**src/hdl/salc_pkg.sv**
```systemverilog
// Shared types, constants and codes for the LRU cache statistics block.
`timescale 1ns / 1ps
package salc_pkg;

   localparam int MAX_SET_BITS = 6;
   localparam int MAX_WAYS     = 8;
   localparam int NUM_SETS     = 1 << MAX_SET_BITS;
   localparam int SET_W        = MAX_SET_BITS;
   localparam int WAY_W        = 3;
   localparam int RANK_W       = 3;
   localparam int COUNT_W      = 4;
   localparam int ADDR_W       = 32;
   localparam int TAG_W        = 32;
   localparam int CNT_W        = 32;
   localparam int CSR_IDX_W    = 2;
   localparam int CSR_DATA_W   = 5;

   // access kinds
   localparam logic [1:0] FUNC_LOAD   = 2'd0;
   localparam logic [1:0] FUNC_STORE  = 2'd1;
   localparam logic [1:0] FUNC_MODIFY = 2'd2;
   localparam logic [1:0] FUNC_NONE   = 2'd3;

   // access outcomes
   localparam logic [1:0] OUT_HIT        = 2'd0;
   localparam logic [1:0] OUT_MISS       = 2'd1;
   localparam logic [1:0] OUT_MISS_EVICT = 2'd2;

   // register indexes
   localparam logic [CSR_IDX_W-1:0] CSR_SET_BITS   = 2'd0;
   localparam logic [CSR_IDX_W-1:0] CSR_BLOCK_BITS = 2'd1;
   localparam logic [CSR_IDX_W-1:0] CSR_WAYS_USED  = 2'd2;

   localparam logic [2:0] SET_BITS_RST   = 3'd4;
   localparam logic [4:0] BLOCK_BITS_RST = 5'd4;
   localparam logic [3:0] WAYS_USED_RST  = 4'd8;

   typedef struct packed {
      logic [1:0]        func;
      logic [ADDR_W-1:0] address;
   } req_type;

   typedef struct packed {
      logic [1:0]       outcome;
      logic [SET_W-1:0] set_index;
      logic [CNT_W-1:0] hit_total;
      logic [CNT_W-1:0] miss_total;
      logic [CNT_W-1:0] eviction_total;
      logic             last;
   } rsp_type;

   typedef struct packed {
      logic              valid;
      logic [RANK_W-1:0] rank;
      logic [TAG_W-1:0]  tag;
   } line_type;

   typedef line_type [MAX_WAYS-1:0] row_type;

   typedef struct packed {
      logic rd_req;      // read the set memory this cycle
      logic rd_sel_req;  // take the address from the input beat
      logic load_req;    // capture the input beat
      logic commit;      // write back the set, bump counters, load the result
      logic last;        // final result of this input
   } cmd_type;

endpackage

```
**src/hdl/salc_ctrl.sv**
```systemverilog
// Sequencer for the cache block: accepts beats, steps accesses, owns result valid.
`timescale 1ns / 1ps
module salc_ctrl
   import salc_pkg::*;
(
   input  logic    clock,
   input  logic    reset,
   input  logic    req_valid,
   output logic    req_ready,
   input  req_type req_data,
   output logic    rsp_valid,
   input  logic    rsp_ready,
   output cmd_type cmd
);

   localparam logic [1:0] S_IDLE   = 2'd0;
   localparam logic [1:0] S_READ   = 2'd1;
   localparam logic [1:0] S_UPDATE = 2'd2;

   logic [1:0] state_ff, state_in;
   logic       modify_ff, modify_in;
   logic       second_ff, second_in;
   logic       rsp_valid_ff, rsp_valid_in;
   logic       slot_free;
   logic       last_access;

   assign slot_free   = !rsp_valid_ff || rsp_ready;
   assign last_access = !modify_ff || second_ff;
   assign req_ready   = (state_ff == S_IDLE);
   assign rsp_valid   = rsp_valid_ff;

   always_comb begin
      state_in   = state_ff;
      modify_in  = modify_ff;
      second_in  = second_ff;
      cmd        = '0;
      cmd.last   = last_access;
      case (state_ff)
         S_IDLE: begin
            // a FUNC_NONE beat is taken and dropped
            if (req_valid && req_data.func != FUNC_NONE) begin
               cmd.load_req   = 1'b1;
               cmd.rd_req     = 1'b1;
               cmd.rd_sel_req = 1'b1;
               modify_in      = (req_data.func == FUNC_MODIFY);
               second_in      = 1'b0;
               state_in       = S_UPDATE;
            end
         end
         S_READ: begin
            cmd.rd_req = 1'b1;
            state_in   = S_UPDATE;
         end
         S_UPDATE: begin
            // hold until the result register can take the beat
            if (slot_free) begin
               cmd.commit = 1'b1;
               if (last_access) begin
                  state_in = S_IDLE;
               end else begin
                  second_in = 1'b1;
                  state_in  = S_READ;
               end
            end
         end
         default: begin
            state_in = S_IDLE;
         end
      endcase
   end

   always_comb begin
      rsp_valid_in = rsp_valid_ff;
      if (cmd.commit) begin
         rsp_valid_in = 1'b1;
      end else if (rsp_ready) begin
         rsp_valid_in = 1'b0;
      end
   end

   always_ff @(posedge clock) begin
      if (reset) begin
         state_ff     <= S_IDLE;
         modify_ff    <= 1'b0;
         second_ff    <= 1'b0;
         rsp_valid_ff <= 1'b0;
      end else begin
         state_ff     <= state_in;
         modify_ff    <= modify_in;
         second_ff    <= second_in;
         rsp_valid_ff <= rsp_valid_in;
      end
   end

endmodule

```
**config.mk**
```make
export PLATFORM = sky130hd
export DESIGN_NAME = salc_ctrl
export DESIGN_NICKNAME = d
export VERILOG_FILES = /design/src/hdl/salc_pkg.sv /design/src/hdl/salc_ctrl.sv
export SDC_FILE = /design/constraint.sdc
export NUM_CORES = 1
export LEC_CHECK = 0
export BUFFER_PORTS_ARGS = -buffer_cell sky130_fd_sc_hd__clkbuf_2
export CORE_AREA = 2 2 39 41
export DETAILED_ROUTE_END_ITERATION = 8
export DIE_AREA = 0 0 41 43
export PLACE_DENSITY_LB_ADDON = 0.12
export SYNTH_ARGS = -nofsm -noshare
export SYNTH_HDL_FRONTEND = slang
export SYNTH_SLANG_ARGS = --single-unit
```
**constraint.sdc**
```tcl
create_clock -name clock -period 2.1 [get_ports clock]
set_clock_uncertainty 0.2 [all_clocks]
set_input_delay 0.315 -clock clock [delete_from_list [all_inputs] [get_ports clock]]
set_output_delay 0.315 -clock clock [all_outputs]
set_load 0.03 [all_outputs]
```
==> impl_metrics.tcl <==
set metrics [dict create \
    start_util 0.184 \
    arrival_ns 1.39 \
    synth_area_um2 254 \
    hold_class "input pin to register" \
    cts.repair.resized 0 \
    hpwl_um 462 \
    clkLatencyLatePin_ns 0.24 \
    multiInputGateArea_um2 124 \
    dieHeight_um 43 \
    fillers 163 \
    critPathSlowestCell "or3b_4" \
    routabilityCongestion 0.611 \
    root_buffer "clkbuf_4" \
    fin_ws_ns 0.197 \
    grt_use_total 0.0812 \
    critPathKind "register to output port" \
    yosysUniqueCellTypes 17 \
    cts_tree "yes" \
    holdBufCountCts 0 \
    ir_worst_vdd_uv 261 \
    regArea_um2 100 \
    drc 0 \
    slew_headroom 0.870 \
    antenna_found_initial 0 \
    yosysWarnings 0 \
    viasPerCell 4.04 \
    powerDensity_mw_per_mm2 790 \
    ios 45 \
    wl_per_cell_um 9.65 \
    area_delta_synth_final_pct 33.0 \
    cp.required_ns 1.58 \
    nNetsFinal 80 \
    final_antenna_net_count 0 \
    power_leakage_uw 0.000160 \
    grt_pass1_vias 230 \
    syn_inst 28 \
    seq_area_frac_synth 0.394 \
    max_cap_violations 0 \
    status "finished clean" \
    critical_path_peak_fanout 5 \
    finalCritPeriodShare 0.906 \
    die_area_mm2 0.00176 \
    syn_area_per_cell_um2 9.07 \
    post-place-ws_ns 0.394 \
    num_antenna_cells 0 \
    ys_ff_latch 5 \
    utilization 0.244 \
    postCtsSetupRepairBufs 0 \
    cp-start-kind "register" \
    syn_nets 66 \
    final-hold-violation-count 0 \
    fmax_mhz 525 \
    tightest_slew_ns 0.195 \
    overflow 0 \
    first_pass_iters 2 \
    rsz0062_at_grt "false" \
    rows 14 \
    dieWidth_um 41 \
    end_kind "output port" \
    layout_commonest_cell "clkbuf_2" \
    ctsHtreeMaxLevel 1 \
    slew_viol_final 0 \
    slowest_delay_ns 0.42 \
    cts_inserted_buffers 3 \
    fin_tns_setup_ns 0 \
    io_buffers 12 \
    grt_start_max_net_pins 6 \
    grt_pass1_wl_um 869 \
    core_mm2 0.00138 \
    cp_cell_sequence "or3b_4 -> a21oi_2 -> clkbuf_2" \
    via_count 230 \
    routed_wl_um 550 \
    min_period_ns 1.90 \
    cts.sinks 5 \
    cts_max_path_buffers 2 \
    drt_iter0_drc 1 \
    drive_above_1_share 0.463 \
    finalSetupViolations 0 \
    path_clk_slew_ns 0.04 \
    final_cell_mix "clkbuf_2 (12), dfxtp_1 (5), nand2b_1 (3), clkbuf_4 (3)" \
]
[synth_stat cells]
master	instances	share of area
o32ai_1	1	0.034
nor2_2	1	0.025
a21boi_0	1	0.030
o21a_1	1	0.030
dfxtp_1	5	0.39
o221a_1	1	0.044
nand2_1	2	0.030
and2b_2	1	0.034
nand2b_1	3	0.074
nor2_1	2	0.030
or3b_4	1	0.044
a21oi_2	1	0.034
nor3_1	1	0.020
o21ba_1	1	0.039
a21oi_1	1	0.020
buf_4	3	0.089
inv_1	2	0.030
[worst max-delay path: cells and delay by family, from the launching register on]
family	cells	cell delay, ns
AO/OA/AOI/OAI	1	0.16
buffers and inverters	1	0.23
flip-flops	1	0.34
AND/OR/NAND/NOR	1	0.42
[path summary, 6_finish.rpt]
check | startpoint | end | slack (ns) | depth (start not counted)
min | reset | rsp_valid$_SDFFE_PP0P_ | 0.08 | 2
max | state_ff[0]$_SDFFE_PP0P_ | cmd[2] | 0.20 | 3
max reg2reg | state_ff[0]$_SDFFE_PP0P_ | second_ff$_SDFFE_PP0P_ | 0.77 | 3
min reg2reg | second_ff$_SDFFE_PP0P_ | second_ff$_SDFFE_PP0P_ | 0.27 | 2
[cells by family after synthesis]
group | count (synthesis) | synth area share
AO/OA/AOI/OAI | 7 | 0.232
AND/OR/NAND/NOR | 11 | 0.256
flip-flops | 5 | 0.394
buffers and inverters | 5 | 0.118
[state kept, by name, summed over array words and instances, names as in the netlist]
register and cells:
modify_ff 1, rsp_valid 1, second_ff 1, state_ff 2
[per-layer routing]
metal | track usage | up-vias | share of wire
met5 | 0 | - | 0
met4 | 0.100 | 0 | 0.025
met3 | 0.0314 | 2 | 0.082
met2 | 0.0969 | 10 | 0.45
met1 | 0.0927 | 101 | 0.44
li1 | - | 117 | -
[layout make-up]
type,instances,share of cell area
Multi-Input combinational cell,18,0.367
Sequential cell,5,0.296
Timing Repair Buffer,12,0.178
Clock buffer,4,0.0778
Tap cell,16,0.0593
Inverter,2,0.0222
[per-stage QoR]
stage	power [uW]	instances	hold WS (ns)	cell area, um^2
after floorplan	146	28	0.184	254
after global placement	159	53	0.256	312
after detailed placement	159	53	0.266	312
after CTS	274	57	0.0773	338
after global routing	286	57	0.0797	338
final	267	57	0.0837	338
[power by group]
part	leakage (uW)	switching, uW	internal [uW]
Sequential	0.0000408	2.97	99.3
Combinational	0.000104	35.1	19.5
Clock	0.0000150	38.3	71.8
No activity file was read; power rests on OpenSTA's default activity.
